## config.mk

```make
export PLATFORM = sky130hd
export DESIGN_NAME = telemetry_frame_parser_flat
export DESIGN_NICKNAME = d
export VERILOG_FILES = /design/src/hdl/tfp_pkg.sv /design/src/hdl/tfp_in_if.sv /design/src/hdl/tfp_out_if.sv /design/src/hdl/telemetry_frame_parser.sv /design/src/hdl/tfp_front.sv /design/src/hdl/tfp_fifo.sv /design/src/hdl/tfp_back.sv /design/src/flat_wrapper.sv
export SDC_FILE = /design/constraint.sdc
export NUM_CORES = 1
export LEC_CHECK = 0
export BUFFER_PORTS_ARGS = -buffer_cell sky130_fd_sc_hd__buf_2
export CORE_MARGIN = 2
export CORE_UTILIZATION = 25
export CTS_CLUSTER_DIAMETER = 150
export DETAILED_ROUTE_END_ITERATION = 8
export MAX_ROUTING_LAYER = met4
export PLACE_DENSITY_LB_ADDON = 0.12
export SLEW_MARGIN = 10
export SYNTH_ARGS = -nofsm -noshare
export SYNTH_HDL_FRONTEND = slang
export SYNTH_SLANG_ARGS = --single-unit
```

## constraint.sdc

```tcl
create_clock -name clk -period 9.9 [get_ports clk]
set_input_delay 0.99 -clock clk [delete_from_list [all_inputs] [get_ports clk]]
set_output_delay 0.99 -clock clk [all_outputs]
set_load 0.01 [all_outputs]
```

## src/hdl/tfp_pkg.sv

```systemverilog
// tfp_pkg: types, frame codes and header constants of the telemetry frame parser.
// No dependencies; the top level, tfp_front, tfp_fifo and tfp_back import it.
`default_nettype none

package tfp_pkg;

  // Header and type bytes
  localparam logic [7:0] CH_DOLLAR = 8'h24;  // '$'
  localparam logic [7:0] CH_T      = 8'h54;  // 'T'
  localparam logic [7:0] CH_GPS    = 8'h47;  // 'G'
  localparam logic [7:0] CH_ATT    = 8'h41;  // 'A'
  localparam logic [7:0] CH_SEN    = 8'h53;  // 'S'

  localparam int unsigned PAYLOAD_MAX = 14;
  localparam int unsigned CNT_W       = 4;

  localparam logic [CNT_W-1:0] LEN_GPS = 4'd14;
  localparam logic [CNT_W-1:0] LEN_ATT = 4'd6;
  localparam logic [CNT_W-1:0] LEN_SEN = 4'd7;

  localparam logic [1:0]  FIX_MASK     = 2'b11;
  localparam logic [31:0] HEADING_WRAP = 32'd360;

  typedef enum logic [1:0] {
    KIND_GPS = 2'd0,
    KIND_ATT = 2'd1,
    KIND_SEN = 2'd2
  } kind_t;

  // One checked frame handed from the front end to the decoder
  typedef struct packed {
    kind_t                            kind;
    logic [PAYLOAD_MAX-1:0][7:0]      bytes;
  } frame_t;

  // Decoded result as held in the output register
  typedef struct packed {
    logic [1:0]         frame_kind;
    logic signed [31:0] first_value;
    logic signed [31:0] second_value;
    logic signed [31:0] third_value;
    logic [7:0]         speed_byte;
    logic [5:0]         sat_count;
    logic [1:0]         fix_type;
  } result_t;

  // Payload length of a frame kind; unused code falls back to the GPS length
  function automatic logic [CNT_W-1:0] body_len(input kind_t k);
    logic [CNT_W-1:0] len;
    case (k)
      KIND_GPS: len = LEN_GPS;
      KIND_ATT: len = LEN_ATT;
      KIND_SEN: len = LEN_SEN;
      default:  len = LEN_GPS;
    endcase
    return len;
  endfunction

endpackage

`default_nettype wire

```

## src/hdl/tfp_in_if.sv

```systemverilog
// tfp_in_if: byte channel into the parser (valid, ready, one stream byte).
// No dependencies.
`default_nettype none

interface tfp_in_if;
  logic       valid;
  logic       ready;
  logic [7:0] data_byte;

  modport source (output valid, output data_byte, input ready);
  modport sink   (input valid, input data_byte, output ready);
endinterface

`default_nettype wire

```

## src/hdl/tfp_out_if.sv

```systemverilog
// tfp_out_if: decoded result channel out of the parser.
// No dependencies.
`default_nettype none

interface tfp_out_if;
  logic               valid;
  logic               ready;
  logic [1:0]         frame_kind;
  logic signed [31:0] first_value;
  logic signed [31:0] second_value;
  logic signed [31:0] third_value;
  logic [7:0]         speed_byte;
  logic [5:0]         sat_count;
  logic [1:0]         fix_type;

  modport source (output valid, output frame_kind, output first_value, output second_value,
                  output third_value, output speed_byte, output sat_count,
                  output fix_type, input ready);
  modport sink   (input valid, input frame_kind, input first_value, input second_value,
                  input third_value, input speed_byte, input sat_count,
                  input fix_type, output ready);
endinterface

`default_nettype wire

```

## src/hdl/telemetry_frame_parser.sv

```systemverilog
// telemetry_frame_parser: top level, front end + frame queue + decoder.
// Depends on tfp_pkg, tfp_in_if, tfp_out_if, tfp_front, tfp_fifo, tfp_back.
//
//   channel  dir  handshake     payload
//   in_ch    in   valid/ready   data_byte[7:0]
//   out_ch   out  valid/ready   frame_kind, first/second/third_value, speed_byte,
//                               sat_count, fix_type
//
// One byte is taken per cycle while the frame queue has room; the parser state machine is registered.
// A good frame is queued at the edge that takes its checksum byte and then shows
// on out_ch once the decoder's output register takes it; that register waits while out_ch stalls.
// Synchronous active-low reset returns the parser to the header hunt and
// empties the queue; payload storage is not cleared.
// in_ch stalls only while the frame queue (QUEUE_DEPTH frames) is full.
`default_nettype none

module telemetry_frame_parser #(
  parameter int unsigned QUEUE_DEPTH = 2
) (
  input  wire logic  clk,
  input  wire logic  rst_n,
  tfp_in_if.sink     in_ch,
  tfp_out_if.source  out_ch
);
  import tfp_pkg::*;

  logic    push_valid, push_ready;
  frame_t  push_data;
  logic    pop_valid, pop_ready;
  frame_t  pop_data;
  result_t res_data;

  tfp_front u_front (
    .clk        (clk),
    .rst_n      (rst_n),
    .byte_valid (in_ch.valid),
    .byte_ready (in_ch.ready),
    .byte_data  (in_ch.data_byte),
    .push_valid (push_valid),
    .push_ready (push_ready),
    .push_data  (push_data)
  );

  tfp_fifo #(.DEPTH(QUEUE_DEPTH)) u_fifo (
    .clk        (clk),
    .rst_n      (rst_n),
    .push_valid (push_valid),
    .push_ready (push_ready),
    .push_data  (push_data),
    .pop_valid  (pop_valid),
    .pop_ready  (pop_ready),
    .pop_data   (pop_data)
  );

  tfp_back u_back (
    .clk       (clk),
    .rst_n     (rst_n),
    .pop_valid (pop_valid),
    .pop_ready (pop_ready),
    .pop_data  (pop_data),
    .res_valid (out_ch.valid),
    .res_ready (out_ch.ready),
    .res_data  (res_data)
  );

  assign out_ch.frame_kind   = res_data.frame_kind;
  assign out_ch.first_value  = res_data.first_value;
  assign out_ch.second_value = res_data.second_value;
  assign out_ch.third_value  = res_data.third_value;
  assign out_ch.speed_byte   = res_data.speed_byte;
  assign out_ch.sat_count    = res_data.sat_count;
  assign out_ch.fix_type     = res_data.fix_type;

endmodule

`default_nettype wire

```

## src/hdl/tfp_front.sv

```systemverilog
// tfp_front: header hunt, payload capture and XOR check; pushes good frames.
// Depends on tfp_pkg.
`default_nettype none

module tfp_front (
  input  wire logic           clk,
  input  wire logic           rst_n,
  input  wire logic           byte_valid,
  output logic                byte_ready,
  input  wire logic [7:0]     byte_data,
  output logic                push_valid,
  input  wire logic           push_ready,
  output tfp_pkg::frame_t     push_data
);
  import tfp_pkg::*;

  typedef enum logic [3:0] {
    ST_IDLE   = 4'b0001,
    ST_DOLLAR = 4'b0010,
    ST_TEE    = 4'b0100,
    ST_BODY   = 4'b1000
  } state_t;

  state_t                      state_r, state_nxt;
  kind_t                       kind_r, kind_nxt;
  logic [CNT_W-1:0]            count_r, count_nxt;
  logic [7:0]                  xor_r, xor_nxt;
  logic [PAYLOAD_MAX-1:0][7:0] store_r;
  logic                        accept;
  logic                        store_en;

  // A beat is taken whenever the queue has room for a possible frame
  assign byte_ready = push_ready;
  assign accept     = byte_valid && push_ready;

  // Parser state update
  always_comb begin
    state_nxt  = state_r;
    kind_nxt   = kind_r;
    count_nxt  = count_r;
    xor_nxt    = xor_r;
    store_en   = 1'b0;
    push_valid = 1'b0;
    if (accept) begin
      case (state_r)
        ST_IDLE: begin
          if (byte_data == CH_DOLLAR) state_nxt = ST_DOLLAR;
        end
        ST_DOLLAR: begin
          // a second '$' does not restart the hunt
          state_nxt = (byte_data == CH_T) ? ST_TEE : ST_IDLE;
        end
        ST_TEE: begin
          count_nxt = '0;
          xor_nxt   = '0;
          state_nxt = ST_BODY;
          case (byte_data)
            CH_GPS:  kind_nxt = KIND_GPS;
            CH_ATT:  kind_nxt = KIND_ATT;
            CH_SEN:  kind_nxt = KIND_SEN;
            default: state_nxt = ST_IDLE;
          endcase
        end
        ST_BODY: begin
          xor_nxt = xor_r ^ byte_data;
          if (count_r >= body_len(kind_r)) begin
            // checksum beat: frame is good when everything XORs to zero
            state_nxt  = ST_IDLE;
            push_valid = (xor_nxt == 8'd0);
          end else begin
            store_en  = 1'b1;
            count_nxt = count_r + 1'b1;
          end
        end
        default: state_nxt = ST_IDLE;
      endcase
    end
  end

  always_ff @(posedge clk) begin
    if (!rst_n) begin
      state_r <= ST_IDLE;
      kind_r  <= KIND_GPS;
      count_r <= '0;
      xor_r   <= '0;
    end else begin
      state_r <= state_nxt;
      kind_r  <= kind_nxt;
      count_r <= count_nxt;
      xor_r   <= xor_nxt;
    end
  end

  // Payload capture, no reset needed
  always_ff @(posedge clk) begin
    if (store_en) store_r[count_r] <= byte_data;
  end

  assign push_data.kind  = kind_r;
  assign push_data.bytes = store_r;

`ifndef SYNTHESIS
  a_push_has_room: assert property (@(posedge clk) disable iff (!rst_n)
    push_valid |-> push_ready)
    else $error("frame pushed into a full queue");

  a_count_in_range: assert property (@(posedge clk) disable iff (!rst_n)
    (state_r == ST_BODY) |-> (count_r <= body_len(kind_r)))
    else $error("payload count ran past the frame length");
`endif

endmodule

`default_nettype wire

```

## src/hdl/tfp_fifo.sv

```systemverilog
// tfp_fifo: short frame queue between the front end and the decoder.
// Depends on tfp_pkg.
`default_nettype none

module tfp_fifo #(
  parameter int unsigned DEPTH = 2
) (
  input  wire logic            clk,
  input  wire logic            rst_n,
  input  wire logic            push_valid,
  output logic                 push_ready,
  input  wire tfp_pkg::frame_t push_data,
  output logic                 pop_valid,
  input  wire logic            pop_ready,
  output tfp_pkg::frame_t      pop_data
);
  import tfp_pkg::*;

  localparam int unsigned PTR_W = (DEPTH > 1) ? $clog2(DEPTH) : 1;
  localparam int unsigned CNT_QW = $clog2(DEPTH + 1);
  localparam logic [PTR_W-1:0]  PTR_LAST = PTR_W'(DEPTH - 1);
  localparam logic [CNT_QW-1:0] CNT_FULL = CNT_QW'(DEPTH);

  frame_t              mem_r [DEPTH];
  logic [PTR_W-1:0]    wr_ptr_r, wr_ptr_nxt;
  logic [PTR_W-1:0]    rd_ptr_r, rd_ptr_nxt;
  logic [CNT_QW-1:0]   cnt_r, cnt_nxt;
  logic                do_push, do_pop;

  assign push_ready = (cnt_r != CNT_FULL);
  assign pop_valid  = (cnt_r != '0);
  assign do_push    = push_valid && push_ready;
  assign do_pop     = pop_valid && pop_ready;
  assign pop_data   = mem_r[rd_ptr_r];

  // Pointer and occupancy update
  always_comb begin
    wr_ptr_nxt = wr_ptr_r;
    rd_ptr_nxt = rd_ptr_r;
    cnt_nxt    = cnt_r;
    if (do_push) wr_ptr_nxt = (wr_ptr_r == PTR_LAST) ? '0 : wr_ptr_r + 1'b1;
    if (do_pop)  rd_ptr_nxt = (rd_ptr_r == PTR_LAST) ? '0 : rd_ptr_r + 1'b1;
    if (do_push && !do_pop) cnt_nxt = cnt_r + 1'b1;
    else if (do_pop && !do_push) cnt_nxt = cnt_r - 1'b1;
  end

  always_ff @(posedge clk) begin
    if (!rst_n) begin
      wr_ptr_r <= '0;
      rd_ptr_r <= '0;
      cnt_r    <= '0;
    end else begin
      wr_ptr_r <= wr_ptr_nxt;
      rd_ptr_r <= rd_ptr_nxt;
      cnt_r    <= cnt_nxt;
    end
  end

  // Frame storage
  always_ff @(posedge clk) begin
    if (do_push) mem_r[wr_ptr_r] <= push_data;
  end

`ifndef SYNTHESIS
  a_cnt_bound: assert property (@(posedge clk) disable iff (!rst_n)
    cnt_r <= CNT_FULL)
    else $error("queue occupancy above depth");
`endif

endmodule

`default_nettype wire

```

## src/hdl/tfp_back.sv

```systemverilog
// tfp_back: decodes a queued frame into result fields and holds the result register.
// Depends on tfp_pkg.
`default_nettype none

module tfp_back (
  input  wire logic            clk,
  input  wire logic            rst_n,
  input  wire logic            pop_valid,
  output logic                 pop_ready,
  input  wire tfp_pkg::frame_t pop_data,
  output logic                 res_valid,
  input  wire logic            res_ready,
  output tfp_pkg::result_t     res_data
);
  import tfp_pkg::*;

  logic    valid_r;
  result_t res_r;
  result_t dec;
  logic [31:0] head_ext;

  // Field decode, little endian
  always_comb begin
    dec            = '0;
    dec.frame_kind = 2'(pop_data.kind);
    head_ext       = {{16{pop_data.bytes[5][7]}}, pop_data.bytes[5], pop_data.bytes[4]};
    case (pop_data.kind)
      KIND_GPS: begin
        dec.first_value  = {pop_data.bytes[3], pop_data.bytes[2],
                            pop_data.bytes[1], pop_data.bytes[0]};
        dec.second_value = {pop_data.bytes[7], pop_data.bytes[6],
                            pop_data.bytes[5], pop_data.bytes[4]};
        dec.speed_byte   = pop_data.bytes[8];
        dec.third_value  = {pop_data.bytes[12], pop_data.bytes[11],
                            pop_data.bytes[10], pop_data.bytes[9]};
        dec.sat_count    = pop_data.bytes[13][7:2];
        dec.fix_type     = pop_data.bytes[13][1:0] & FIX_MASK;
      end
      KIND_ATT: begin
        dec.first_value  = {{16{pop_data.bytes[1][7]}}, pop_data.bytes[1], pop_data.bytes[0]};
        dec.second_value = {{16{pop_data.bytes[3][7]}}, pop_data.bytes[3], pop_data.bytes[2]};
        // a negative heading gets 360 added; only -360..-1 lands in 0..359
        dec.third_value  = head_ext[31] ? head_ext + HEADING_WRAP : head_ext;
      end
      default: begin
        // sensor frame; arm/mode byte is not reported
        dec.first_value  = {16'd0, pop_data.bytes[1], pop_data.bytes[0]};
        dec.second_value = {16'd0, pop_data.bytes[3], pop_data.bytes[2]};
        dec.third_value  = {24'd0, pop_data.bytes[4]};
        dec.speed_byte   = pop_data.bytes[5];
      end
    endcase
  end

  // Output register: refills in the same cycle the held beat leaves
  assign pop_ready = !valid_r || res_ready;

  always_ff @(posedge clk) begin
    if (!rst_n) begin
      valid_r <= 1'b0;
    end else if (pop_ready) begin
      valid_r <= pop_valid;
    end
  end

  always_ff @(posedge clk) begin
    if (pop_ready && pop_valid) res_r <= dec;
  end

  assign res_valid = valid_r;
  assign res_data  = res_r;

`ifndef SYNTHESIS
  a_kind_known: assert property (@(posedge clk) disable iff (!rst_n)
    valid_r |-> (res_r.frame_kind != 2'd3))
    else $error("result carries an unused frame kind");
`endif

endmodule

`default_nettype wire
```

## src/flat_wrapper.sv

```systemverilog
// flat-port wrapper written by rule: the top's interface ports become plain ports
module telemetry_frame_parser_flat import tfp_pkg::*;
#(
  parameter int unsigned QUEUE_DEPTH = 2
)
  (clk, rst_n, in_ch_valid, in_ch_data_byte, in_ch_ready, out_ch_valid, out_ch_frame_kind, out_ch_first_value, out_ch_second_value, out_ch_third_value, out_ch_speed_byte, out_ch_sat_count, out_ch_fix_type, out_ch_ready);
  tfp_in_if in_ch_i ();
  tfp_out_if out_ch_i ();
  input  wire logic clk;
  input  wire logic rst_n;
  input wire logic [$bits(in_ch_i.valid)-1:0] in_ch_valid;
  input wire logic [$bits(in_ch_i.data_byte)-1:0] in_ch_data_byte;
  output wire logic [$bits(in_ch_i.ready)-1:0] in_ch_ready;
  output wire logic [$bits(out_ch_i.valid)-1:0] out_ch_valid;
  output wire logic [$bits(out_ch_i.frame_kind)-1:0] out_ch_frame_kind;
  output wire logic [$bits(out_ch_i.first_value)-1:0] out_ch_first_value;
  output wire logic [$bits(out_ch_i.second_value)-1:0] out_ch_second_value;
  output wire logic [$bits(out_ch_i.third_value)-1:0] out_ch_third_value;
  output wire logic [$bits(out_ch_i.speed_byte)-1:0] out_ch_speed_byte;
  output wire logic [$bits(out_ch_i.sat_count)-1:0] out_ch_sat_count;
  output wire logic [$bits(out_ch_i.fix_type)-1:0] out_ch_fix_type;
  input wire logic [$bits(out_ch_i.ready)-1:0] out_ch_ready;
  assign in_ch_i.valid = in_ch_valid;
  assign in_ch_i.data_byte = in_ch_data_byte;
  assign in_ch_ready = in_ch_i.ready;
  assign out_ch_valid = out_ch_i.valid;
  assign out_ch_frame_kind = out_ch_i.frame_kind;
  assign out_ch_first_value = out_ch_i.first_value;
  assign out_ch_second_value = out_ch_i.second_value;
  assign out_ch_third_value = out_ch_i.third_value;
  assign out_ch_speed_byte = out_ch_i.speed_byte;
  assign out_ch_sat_count = out_ch_i.sat_count;
  assign out_ch_fix_type = out_ch_i.fix_type;
  assign out_ch_i.ready = out_ch_ready;
  telemetry_frame_parser #(.QUEUE_DEPTH(QUEUE_DEPTH)) u_core (.clk(clk), .rst_n(rst_n), .in_ch(in_ch_i), .out_ch(out_ch_i));
endmodule
```

* Word level (Yosys, flattened, before mapping) *
Memories as Yosys holds them, arrays and structs flattened. A register that Yosys moved wholly into a read port is not among the register bits.
Index checks and enable logic that the tools add are counted.

operators by class
  add/subtract/negate cells = 6
  order comparisons = 3
  equal/unequal tests = 16
  multiplexer cells = 32
  bitwise gates (word level) = 1
  reduce and logical (&&, ||, !) cells = 21

operators by type and width
  operator                                                              number
  96-bit case mux with 2 select lines                                   1
  112-bit bitwise mux                                                   1
  8-bit demux with 4-bit select                                         1
  8-bit by 7-bit == test with 1-bit output, second input constant       4
  32-bit two-way mux                                                    1
  8-bit case mux with 2 select lines                                    2
  4-bit two-way mux                                                     6
  16-bit by 10-bit adder with 17-bit output, second input constant      1
  4-bit case mux with 2 select lines                                    2
  4-bit case mux with 4 select lines                                    1
  1-bit two-way mux                                                     12
  3-bit AND reduction                                                   3
  8-bit by 6-bit == test with 1-bit output, second input constant       1
  8-bit logical NOT                                                     1
  8-bit two-way mux                                                     1
  2-bit inequality test, second input constant                          4
  8-bit XOR                                                             1
  1-bit logical AND                                                     6
  2-bit case mux with 3 select lines                                    1
  2-bit nonzero test                                                    3
  4-bit by 5-bit < comparator with 1-bit output, second input constant  1
  4-bit by 1-bit adder with 4-bit output, second input constant         1
  2-bit by 1-bit == test with 1-bit output, second input constant       2
  4-bit by 1-bit == test with 1-bit output, second input constant       1
  other kinds (17)                                                      21

word-level totals
  flip-flop bits (word level) = 249
  memory bits (writable) = 228
  input port bits = 12
  logic and storage cells = 109
  memories = 1

memory list
  memory               words  width  read ports  clocked after Yosys merged registers in  write ports  line            source
  u_core.u_fifo.mem_r  2      114    1           1                                        1            tfp_fifo.sv:24  frame_t mem_r [DEPTH];

* Depth between registers and ports, before layout *
Gate-level depths: netlist of run 1.

  depth after elaboration = 13
  gate-level depth with buffers = 10
  depth with buffers taken out = 10

* Modules after synthesis *
Synthesis of run 1 repeated with hierarchy kept, for this count alone.

second synthesis, totals
  cell total of the unflattened synthesis = 970
  area total of the unflattened synthesis = 18390.1 um^2

modules (own cells, without submodules)
  module     instances  cells an instance  area an instance (um^2)  seq. area each (um^2)
  tfp_fifo   1          379                8717.1                   6946.7
  tfp_back   1          308                4865.9                   3443.3
  tfp_front  1          283                4807.1                   3723.6

* Least setup slack after synthesis of run 1 *
No wires, ideal clock.

  path kind = in2reg
  from = input port in_ch_data_byte[4]
  to = memory u_core.u_fifo.mem_r[0][0] in the netlist's numbering (enable)
  setup time = 602 ps
  data arrival time = 6943 ps
  data required time = 9298 ps
  setup slack = 2355 ps
  stages = 5
  path through = clkbuf_1 > xnor2_1 > nand4_1 > nor4_4 > nor2b_1

on the way
  cells in the longest elaborated chain, start to end = 8

ends and longest elaborated chain
  item                                     line                source
  from (decl)                              flat_wrapper.sv:12  input wire logic [$bits(in_ch_i.data_byte)-1:0] in_ch_data_byte;
  8-bit XOR                                tfp_front.sv:65     xor_nxt = xor_r ^ byte_data;
  8-bit logical NOT                        tfp_front.sv:69     push_valid = (xor_nxt == 8'd0);
  1-bit two-way mux                        tfp_front.sv:66     if (count_r >= body_len(kind_r)) begin
  1-bit two-way mux                        tfp_front.sv:45     case (state_r)
  1-bit two-way mux                        tfp_front.sv:44     if (accept) begin
  1-bit logical AND                        tfp_fifo.sv:32      assign do_push = push_valid && push_ready;
  via u_core.u_fifo.do_push                tfp_fifo.sv:28      logic do_push, do_pop;
  1-bit two-way mux                        tfp_fifo.sv:61      if (do_push) mem_r[wr_ptr_r] <= push_data;
  1-bit two-way mux (not written as such)  tfp_fifo.sv:61
  to (decl)                                tfp_fifo.sv:24

The timed path passes the listed nets, and every way through them passes these cells.

* Worst setup path in the final report of run 1 *
  from = register u_core.u_front.kind_r[0]
  to = memory u_core.u_fifo.mem_r[0][26] in the netlist's numbering (enable)

on the way
  cells in the longest elaborated chain, start to end = 11
  elaborated cells between the ends (all ways) = 12
  classes of those cells = order compare: 1; eq/ne: 2; mux: 8; reduce/logical: 1

ends and longest elaborated chain
  item                                                                              line             source
  from (decl)                                                                       tfp_front.sv:25  kind_t kind_r, kind_nxt;
  from (signal assigned)                                                            tfp_front.sv:88  kind_r <= kind_nxt;
  2-bit == test / 2-bit by 1-bit == test with 1-bit output (equally long branches)  tfp_pkg.sv:50    case (k)
  4-bit case mux with 2 select lines *                                              tfp_pkg.sv:50
  4-bit two-way mux *                                                               tfp_front.sv:45
  4-bit two-way mux *                                                               tfp_front.sv:44
  4-bit greater-or-equal comparator *                                               tfp_front.sv:66
  1-bit two-way mux *                                                               tfp_front.sv:66
  1-bit two-way mux *                                                               tfp_front.sv:45
  1-bit two-way mux *                                                               tfp_front.sv:44
  1-bit logical AND *                                                               tfp_fifo.sv:32
  via u_core.u_fifo.do_push                                                         tfp_fifo.sv:28
  1-bit two-way mux *                                                               tfp_fifo.sv:61
  1-bit two-way mux (not written as such) *                                         tfp_fifo.sv:61

Mark *: on every way through the listed nets, which the timed path passes. The rest lies on a longest branch. The select of a mux whose other input is x is not followed.

==> key figures, run 1 <==
Floorplan
  • Total die area: 72880 sq um
  • Area of the core: 70030 sq um
  • IO Pins: 128
  • Rows: 97
  • Initial core utilization: 25.25%
  • DIE WIDTH: 270.0 microns
  • Die Y-Extent: 270.0 microns

Timing
  • Rel. slew slack: 22.47%
  • Final hold vios: 0
  • Setup violators final: 0
  • Fmax: 257.7 MHz
  • Final period util: 39.19%
  • Setup_tns: 0 ns
  • PnR worst setup slack: 6.020 ns
  • Slew Limit Fails: 0
  • Worst Skew: 0.02573 ns
  • RSZ-0062 raised after global routing: false
  • Measured slew at the worst slew-check pin: 1.163 ns
  • Period minus WS final: 3.880 ns

Yosys
  • Synth top area share: 77.09%
  • Synth Flop Type: edfxtp_1
  • Cell variety after synth: 63
  • Synth top cells by count: edfxtp_1 (454), mux2i_1 (93), o21ai_0 (68), nor2_1 (54), dfxtp_1 (24)
  • Post-Syn Instances: 967
  • Post-synth EDFFs: 454
  • FF+latch count, synth: 478
  • Synthesized cell area: 17680 sq um
  • Largest cells by area after synthesis: edfxtp_1 (77%), mux2i_1 (5.3%), dfxtp_1 (2.7%)
  • Syn Area/Cell: 18.29 sq um
  • Synth warnings: 0
  • Top-count cell post-synth: edfxtp_1
  • Sequential share of the synthesized area: 79.81%
  • Async SR Flop Fraction: 0%
  • Largest area contributor in the netlist: edfxtp_1
  • Syn nets: 988

Placed design
  • GPL Wtd Cong: 0.7421
  • DP Area: 19400 sq um
  • Number of buffers added on ports: 127
  • Pre-CTS setup slack: 5.292 ns
  • DP HPWL: 26680 microns

CTS
  • Total CTS buffers: 53
  • CTS Hold Bufs: 0
  • Worst-path clk slew: 0.06 ns
  • Setup repair bufs after CTS: 0
  • CTS root buf: clkbuf_16
  • H-tree levels: 2
  • CTS tree: yes
  • Post-CTS Resized: 0
  • Clk buf depth: 3
  • Clock Sinks: 478
  • Clk_lat worst skew: 0.60 ns

GRT
  • First-pass GRT wire length: 63460 microns
  • Vias in the first global route: 9306
  • Largest net degree at the start of global routing: 94
  • Initial antenna violation count: 1
  • Tot GR Track Use: 12.10%
  • Grt ovf: 0

Routing
  • 1st-iter DRT viols: 605
  • Antenna violation net count after detailed routing: 0
  • Via-per-instance ratio: 4.212
  • Drt total wl: 43080 microns
  • Detailed-router iteration count before antenna repair: 7
  • DR vias: 8892
  • DRC Markers: 0
  • DR WL/cell: 20.41 microns

Power
  • PwrDens: 262.8 nW/um^2
  • Peak VDD IR: 0.1498 mV
  • P_leak: 6.931 nW

Layout
  • Layout area overhead: 20.14%
  • Layout cell share with drive strength beyond 1: 23.20%
  • Design Area, Final: 21250 sq um
  • Nets: 1147

Critical path
  • Startpoint types: flip-flop
  • Crit path DAT: 4.09 ns
  • Buffer and inverter count on the worst path: 3
  • Path type of the worst setup path: flip-flop to flip-flop
  • CP Cell Sequence: inv_1, ha_1, inv_1, ha_1, a41oi_1, nor4_4, nor2b_4, buf_4
  • Critical Path Max Stage Delay: 0.93 ns
  • Req. time, crit path: 10.11 ns
  • Crit path max-delay family: simple AND/OR/NAND/NOR gates
  • Nature of the critical path endpoint: flip-flop
  • Max FO, Critical Path: 54
  • CP max stage cell: nor2b_4

Outcome
  • Status: finished clean

Flow run
  • Maximum capacitance violations: 0

Min path
  • Worst hold path class: flip-flop to flip-flop
==> path summary, 6_finish.rpt <==
path                                                              from  slack (ns)                                   end  cells after the start
worst max-delay path             u_core.u_front.kind_r[0]$_SDFFE_PN0P_        6.02  u_core.u_fifo.mem_r[0][26]$_DFFE_PP_                      8
worst min-delay path            u_core.u_front.push_data[11]$_DFFE_PP_        0.44  u_core.u_fifo.mem_r[0][11]$_DFFE_PP_                      0
worst max register to register   u_core.u_front.kind_r[0]$_SDFFE_PN0P_        6.02  u_core.u_fifo.mem_r[0][26]$_DFFE_PP_                      8
worst min register to register  u_core.u_front.push_data[11]$_DFFE_PP_        0.44  u_core.u_fifo.mem_r[0][11]$_DFFE_PP_                      0
==> report_power, final <==
group | total [mW] | switching [mW] | internal [mW] | leakage (nW)
Clock | 2.06 | 0.804 | 1.26 | 0.906
Sequential | 2.61 | 0.103 | 2.51 | 4.32
Combinational | 0.913 | 0.588 | 0.325 | 1.70
Total | 5.58 | 1.49 | 4.09 | 6.93
==> state kept, by name, indices dropped and copies added (netlist names), named ones only <==
signal and count:
u_core.u_fifo.cnt_r 2, u_core.u_back.res_data 114, u_core.u_fifo.mem_r 228, u_core.u_front.state_r 4, u_core.u_front.count_r 4, u_core.u_fifo.wr_ptr_r 1
u_core.u_front.xor_r 8, u_core.u_fifo.rd_ptr_r 1, u_core.u_front.push_data 112, u_core.u_front.kind_r 2, u_core.u_back.res_valid 1
==> routing by layer <==
layer	routed length, microns	GRT usage [%]
met1	19040	14.96
met3	1666	2.365
met5	0	-
met4	841	3.129
met2	21540	20.29
==> cell type report <==
type                    count  area, sq um
diodes                      3        7.507
clock buffers              59         1370
clock inverters            38        469.2
fillers                  6924        48780
inverters                  14        52.55
multi-input cells         437         3304
flip-flops and latches    478        14120
well taps                 940         1176
repair buffers            142        748.2
==> metrics by stage <==
stage | cells | hold WS (ns) | total power [mW] | util, %
floorplan | 967 | 0.4215 | 3.237 | -
global placement | 2011 | 0.4230 | 3.612 | 27.70
detailed placement | 2011 | 0.4300 | 3.611 | 27.70
CTS | 2108 | 0.4399 | 5.711 | 30.33
global route | 2108 | 0.4488 | 5.841 | 30.33
finish | 2111 | 0.4387 | 5.584 | 30.34
==> cell families (layout without fill, tap and decap cells) <==
logic type                 count (synthesis)  count (layout)  synth area share (%)
DFF                                      478             478                 79.81
AOI/OAI and AO/OA                        139             139                 4.719
and+or+nand+nor                          144             144                 4.401
adders and majority gates                  9               9                0.6368
other                                      0               3                     0
buffers and inverters                     52             253                 1.649
muxes                                    125             125                 7.797
xor gates and xnor gates                  20              20                0.9905
==> cell usage in the layout, fill, tap and decap left out, types with 5 or more instances in the layout <==
cell,count
edfxtp_1,454
buf_2,127
mux2i_1,93
o21ai_0,68
clkbuf_16,54
nor2_1,53
dfxtp_1,23
nand2_1,22
mux2_2,22
a21oi_1,22
o22ai_1,17
xnor2_1,15
buf_4,15
inv_1,14
clkinv_2,14
nor3_1,10
bufinv_16,10
ha_1,9
nand3b_1,8
clkinv_1,8
nand2b_1,7
nand3_1,7
mux4_2,6
nor2b_1,5
nand4_1,5
xor2_1,5
clkbuf_1,5
No activity file was read; power rests on OpenSTA's default activity.
==> run 2: changes to the inputs <==
==> constraint.sdc (replaced) <==
create_clock -name clk -period 3.6 [get_ports clk]
set_input_delay 0.36 -clock clk [delete_from_list [all_inputs] [get_ports clk]]
set_output_delay 0.36 -clock clk [all_outputs]
set_load 0.01 [all_outputs]
==> key figures, run 2 (synthesis gave the netlist of run 1 again) <==
Floorplan
  • DIE WIDTH: 270.0 microns (unchanged)
  • Initial core utilization: 25.25% (unchanged)
  • Die Y-Extent: 270.0 microns (unchanged)
  • Rows: 97 (unchanged)
  • Area of the core: 70030 sq um (unchanged)
  • IO Pins: 128 (unchanged)
  • Total die area: 72880 sq um (unchanged)

Timing
  • Period minus WS final: 2.805 ns (-1.075 ns)
  • WHS: 0.1015 ns (-0.3372 ns)
  • Rel. slew slack: 32.46% (+10 points)
  • Final hold vios: 0 (unchanged)
  • Setup violators final: 0 (unchanged)
  • Measured slew at the worst slew-check pin: 1.013 ns (-0.1498 ns)
  • Worst Skew: 0.03062 ns (+0.004892 ns)
  • Setup_tns: 0 ns (unchanged)
  • Fmax: 356.5 MHz (+38%)
  • RSZ-0062 raised after global routing: false
  • PnR worst setup slack: 0.7952 ns (-5.225 ns)
  • Final period util: 77.91% (+39 points)
  • Slew Limit Fails: 0 (unchanged)

Layout
  • Diodes inserted: 0 (-3)
  • Layout area overhead: 20.86%
  • Area of the multi-input gates: 3312 sq um (+0.23%)
  • Commonest cells after routing, fill and taps aside: edfxtp_1 (454), buf_2 (127), mux2i_1 (93), o21ai_0 (68)
  • Most flop-heavy register: u_core.u_fifo.mem_r
  • Nets: 1174 (+2.4%)
  • Post-route insts no fill: 2136 (+1.2%)
  • Layout cell share with drive strength beyond 1: 24.58% (+1.4 points)
  • Max FFs per register: 228 (unchanged)
  • FILL cells: 6899 (-0.36%)
  • Commonest non-fill, non-tap cell in the layout: edfxtp_1
  • Register area: 14120 sq um (about the same)

CTS
  • Post-CTS Resized: 0 (unchanged)
  • Setup repair bufs after CTS: 0 (unchanged)
  • Worst-path clk slew: 0.06 ns (about the same)
  • CTS tree: yes
  • Total CTS buffers: 53 (unchanged)
  • CTS root buf: clkbuf_16
  • Clock Sinks: 478 (unchanged)
  • Clk buf depth: 3 (unchanged)
  • H-tree levels: 2 (unchanged)
  • CTS Hold Bufs: 0 (unchanged)
  • Clk_lat worst skew: 0.61 ns (about the same)

Placed design
  • GPL Wtd Cong: 0.7636 (+2.9%)
  • DP HPWL: 27820 microns (+4.3%)
  • Number of buffers added on ports: 127 (unchanged)
  • Placed insts: 2038 (+1.3%)
  • Pre-CTS setup slack: 0.7852 ns (-4.507 ns)

Power
  • Peak VDD IR: 0.3310 mV (+120%)
  • P_leak: 6.995 nW (+0.92%)
  • Final Total Pwr: 15.02 mW (+170%)
  • PwrDens: 702.6 nW/um^2 (+170%)

GRT
  • Initial antenna violation count: 1 (unchanged)
  • Vias in the first global route: 9543 (+2.5%)
  • Tot GR Track Use: 12.49% (+0.38 points)
  • Largest net degree at the start of global routing: 68 (-28%)
  • First-pass GRT wire length: 65090 microns (+2.6%)
  • Grt ovf: 0 (unchanged)

Routing
  • Detailed-router iteration count before antenna repair: 5 (-2)
  • DR WL/cell: 21.03 microns (+3.1%)
  • Drt total wl: 44920 microns (+4.3%)
  • DRC Markers: 0 (unchanged)
  • DR vias: 9029 (+1.5%)
  • Via-per-instance ratio: 4.227 (+0.35%)
  • Antenna violation net count after detailed routing: 0 (unchanged)
  • 1st-iter DRT viols: 627 (+3.6%)

Critical path
  • Startpoint types: flip-flop
  • Path type of the worst setup path: flip-flop to flip-flop
  • Nature of the critical path endpoint: flip-flop
  • Max FO, Critical Path: 8 (-85%)
  • Req. time, crit path: 3.81 ns (-6.30 ns)
  • Crit path DAT: 3.01 ns (-1.08 ns)

Outcome
  • Status: finished clean

Flow run
  • Maximum capacitance violations: 0 (unchanged)

Min path
  • Worst hold path class: input port to flip-flop
-- run 2: cell types whose count changed in the layout (fill, tap and decap cells not counted), moves of 4 or more --
cell,delta
buf_12,+4
clkbuf_1,+4
clkbuf_8,+5
clkinv_2,-7
buf_4,+23
bufinv_16,-6
-- run 2: power breakdown --
| group | internal [mW] | switching, mW |
|---|---|---|
| Clock | 3.10 | 2.21 |
| Combinational | 0.924 | 1.65 |
| Sequential | 6.89 | 0.242 |
| Total | 10.9 | 4.11 |
-- run 2: worst paths after layout --
| check | start | endpoint | slack [ns] | depth (start not counted) |
|---|---|---|---|---|
| setup / recovery | u_core.u_front.kind_r[0]$_SDFFE_PN0P_ | u_core.u_front.push_data[105]$_DFFE_PP_ | 0.80 | 8 |
| hold / removal | rst_n | u_core.u_front.kind_r[1]$_SDFFE_PN0P_ | 0.10 | 3 |
| setup reg to reg | u_core.u_front.kind_r[0]$_SDFFE_PN0P_ | u_core.u_front.push_data[105]$_DFFE_PP_ | 0.80 | 8 |
| hold reg to reg | u_core.u_front.push_data[110]$_DFFE_PP_ | u_core.u_fifo.mem_r[1][110]$_DFFE_PP_ | 0.43 | 0 |
-- run 2: layout make-up --
cell class,instances,share of cell area (%)
clock inverter,31,1.335
sequential,478,66.05
clock buffer,67,6.685
timing repair buffer,169,4.683
multi-input combinational,437,15.49
tap,940,5.503
inverter,14,0.2459
-- run 2: critical path, stage by stage (launching register included) --
cell and delay [ns]:
dfxtp_2 0.35, inv_1 0.06, ha_1 0.20, ha_1 0.26, nand2b_1 0.17, a41o_1 0.28
nor2_1 0.31, nand2_1 0.18, nor2_1 0.60
-- run 2: stage by stage --
stage | cell area, sq um | util (%)
after floorplan | 17710 | -
after global placement | 19660 | 28.07
after detailed placement | 19660 | 28.07
after CTS | 21370 | 30.52
after global routing | 21370 | 30.52
final | 21370 | 30.52
-- run 2: per-layer routing --
layer / vias to the layer above / part of all wire, % / global-route usage, %
met5: - / 0 / -
met4: 0 / 2.1 / 3.421
met3: 62 / 3.8 / 2.454
met2: 187 / 50 / 20.75
met1: 4608 / 44 / 15.51
li1: 4172 / - / -
==> run 3: changes to the inputs <==
==> constraint.sdc (replaced) <==
create_clock -name clk -period 2.9 [get_ports clk]
set_input_delay 0.29 -clock clk [delete_from_list [all_inputs] [get_ports clk]]
set_output_delay 0.29 -clock clk [all_outputs]
set_load 0.01 [all_outputs]
==> key figures, run 3 (synthesis gave the netlist of run 1 again) <==
Layout
  • Commonest cells after routing, fill and taps aside: edfxtp_1 (454), buf_2 (127), mux2i_1 (93), o21ai_0 (68), clkbuf_16 (54)
  • Nets: 1183 (+0.77%)
  • Layout cell share with drive strength beyond 1: 25.23% (+0.65 points)
  • Commonest non-fill, non-tap cell in the layout: edfxtp_1
  • FILL cells: 6892 (-0.10%)
  • Most flop-heavy register: u_core.u_fifo.mem_r
  • Layout area overhead: 21.95%
  • Max FFs per register: 228 (unchanged)

Floorplan
  • Initial core utilization: 25.25% (unchanged)
  • DIE WIDTH: 270.0 microns (unchanged)
  • Die Y-Extent: 270.0 microns (unchanged)
  • Rows: 97 (unchanged)
  • Area of the core: 70030 sq um (unchanged)
  • Total die area: 72880 sq um (unchanged)
  • IO Pins: 128 (unchanged)

Critical path
  • CP max stage cell: dfxtp_1
  • Req. time, crit path: 3.14 ns (-0.67 ns)
  • Max FO, Critical Path: 28 (+20)
  • Startpoint types: flip-flop
  • Crit path DAT: 2.80 ns (-0.21 ns)
  • CP Cell Sequence: nor4b_4, nand3_4, nor4_4, and2_4, buf_4
  • Nature of the critical path endpoint: flip-flop
  • Crit path max-delay family: simple AND/OR/NAND/NOR gates
  • Path type of the worst setup path: flip-flop to flip-flop
  • Buffer and inverter count on the worst path: 1 (unchanged)
  • Critical Path Max Stage Delay: 0.48 ns (-0.12 ns)

Timing
  • Fmax: 390.1 MHz (+9.4%)
  • Measured slew at the worst slew-check pin: 0.7653 ns (-0.2478 ns)
  • Setup_tns: 0 ns (unchanged)
  • Rel. slew slack: 48.92% (+16 points)
  • WHS: 0.09418 ns (-0.007294 ns)
  • RSZ-0062 raised after global routing: false
  • Setup violators final: 0 (unchanged)
  • Worst Skew: 0.02410 ns (-0.006518 ns)
  • Final period util: 88.40% (+10 points)
  • Period minus WS final: 2.564 ns (-0.2412 ns)
  • Slew Limit Fails: 0 (unchanged)
  • Final hold vios: 0 (unchanged)

GRT
  • Grt ovf: 0 (unchanged)
  • Largest net degree at the start of global routing: 116 (+71%)
  • Vias in the first global route: 9451 (-0.96%)
  • Initial antenna violation count: 7 (+6)
  • Tot GR Track Use: 12.12% (-0.37 points)
  • First-pass GRT wire length: 63740 microns (-2.1%)

Routing
  • 1st-iter DRT viols: 620 (-1.1%)
  • Detailed-router iteration count before antenna repair: 5 (unchanged)
  • DR WL/cell: 20.09 microns (-4.5%)
  • Via-per-instance ratio: 4.181 (-1.1%)
  • DR vias: 8985 (-0.49%)
  • Drt total wl: 43180 microns (-3.9%)
  • DRC Markers: 0 (unchanged)
  • Antenna violation net count after detailed routing: 0 (unchanged)

Flow run
  • Maximum capacitance violations: 0 (unchanged)

Min path
  • Worst hold path class: input port to flip-flop

CTS
  • Clk_lat worst skew: 0.60 ns (about the same)
  • Post-CTS Resized: 0 (unchanged)
  • Clock Sinks: 478 (unchanged)
  • Total CTS buffers: 52 (-1.9%)
  • Clk buf depth: 3 (unchanged)
  • Worst-path clk slew: 0.06 ns (about the same)
  • CTS tree: yes
  • CTS root buf: clkbuf_16
  • H-tree levels: 2 (unchanged)
  • CTS Hold Bufs: 1 (+1)
  • Setup repair bufs after CTS: 0 (unchanged)

Power
  • PwrDens: 868.8 nW/um^2 (+24%)
  • P_leak: 7.083 nW (+1.3%)
  • Peak VDD IR: 0.5397 mV (+63%)

Placed design
  • DP HPWL: 26610 microns (-4.4%)
  • GPL Wtd Cong: 0.7409 (-3.0%)
  • Number of buffers added on ports: 127 (unchanged)

Outcome
  • Status: finished clean
[run 3: changes by cell type in the layout (fill, tap and decap cells not counted), moves of 2 or more]
cell,change
buf_12,+3
buf_4,+6
bufinv_16,+3
clkbuf_1,+2
clkbuf_8,-5
clkinvlp_4,-2
diode_2,+4
ha_1,-2
ha_4,+2
inv_1,-2
inv_2,+2
inv_6,-2
[run 3: tightest hold or removal path: stages]
cell and delay, ns:
buf_2 0.09, nor2b_1 0.07, nor3_1 0.13, nor2_1 0.06
[run 3: layout make-up]
type | instances | area, sq um | share of cell area, %
flip-flops and latches | 478 | 14120 | 65.47
multi-input cells | 437 | 3356 | 15.56
clock buffers | 65 | 1393 | 6.457
well taps | 940 | 1176 | 5.454
repair buffers | 179 | 1116 | 5.175
clock inverters | 32 | 344.1 | 1.595
inverters | 14 | 52.55 | 0.2437
diodes | 4 | 10.01 | 0.04641
[run 3: per-layer routing]
layer / vias to the layer above / global-route usage [%] / part of all wire [%]
li1: 4198 / - / -
met4: 0 / 3.509 / 2.3
met2: 176 / 19.14 / 47
met3: 68 / 2.338 / 3.9
met1: 4543 / 15.85 / 46
met5: - / - / 0
[run 3: final timing paths]
kind / start / to / slack (ns) / depth (start not counted)
worst min register to register: u_core.u_front.push_data[109]$_DFFE_PP_ / u_core.u_fifo.mem_r[0][109]$_DFFE_PP_ / 0.44 / 0
worst max register to register: u_core.u_front.state_r[3]$_SDFFE_PN0P_ / u_core.u_fifo.mem_r[1][41]$_DFFE_PP_ / 0.34 / 5
worst min-delay path: out_ch_ready / u_core.u_back.res_valid$_SDFFE_PN0N_ / 0.09 / 4
worst max-delay path: u_core.u_front.state_r[3]$_SDFFE_PN0P_ / u_core.u_fifo.mem_r[1][41]$_DFFE_PP_ / 0.34 / 5
[run 3: power by group]
part / switching, mW / internal, mW
sequential: 0.218 / 8.54
clock: 2.69 / 4.02
combinational: 2.08 / 1.19
total: 4.98 / 13.8
[run 3: metrics by stage]
stage / cells / total power [mW] / area, sq um / worst slack (ns) / utilization [%]
floorplan: 967 / 10.93 / 17760 / -0.6081 / -
finish: 2149 / 18.74 / 21570 / 0.3364 / 30.80
global route: 2149 / 19.63 / 21570 / 0.1578 / 30.80
detailed placement: 2047 / 12.31 / 19810 / 0.3432 / 28.29
CTS: 2145 / 19.15 / 21560 / 0.2956 / 30.78
global placement: 2047 / 12.33 / 19810 / 0.4001 / 28.29
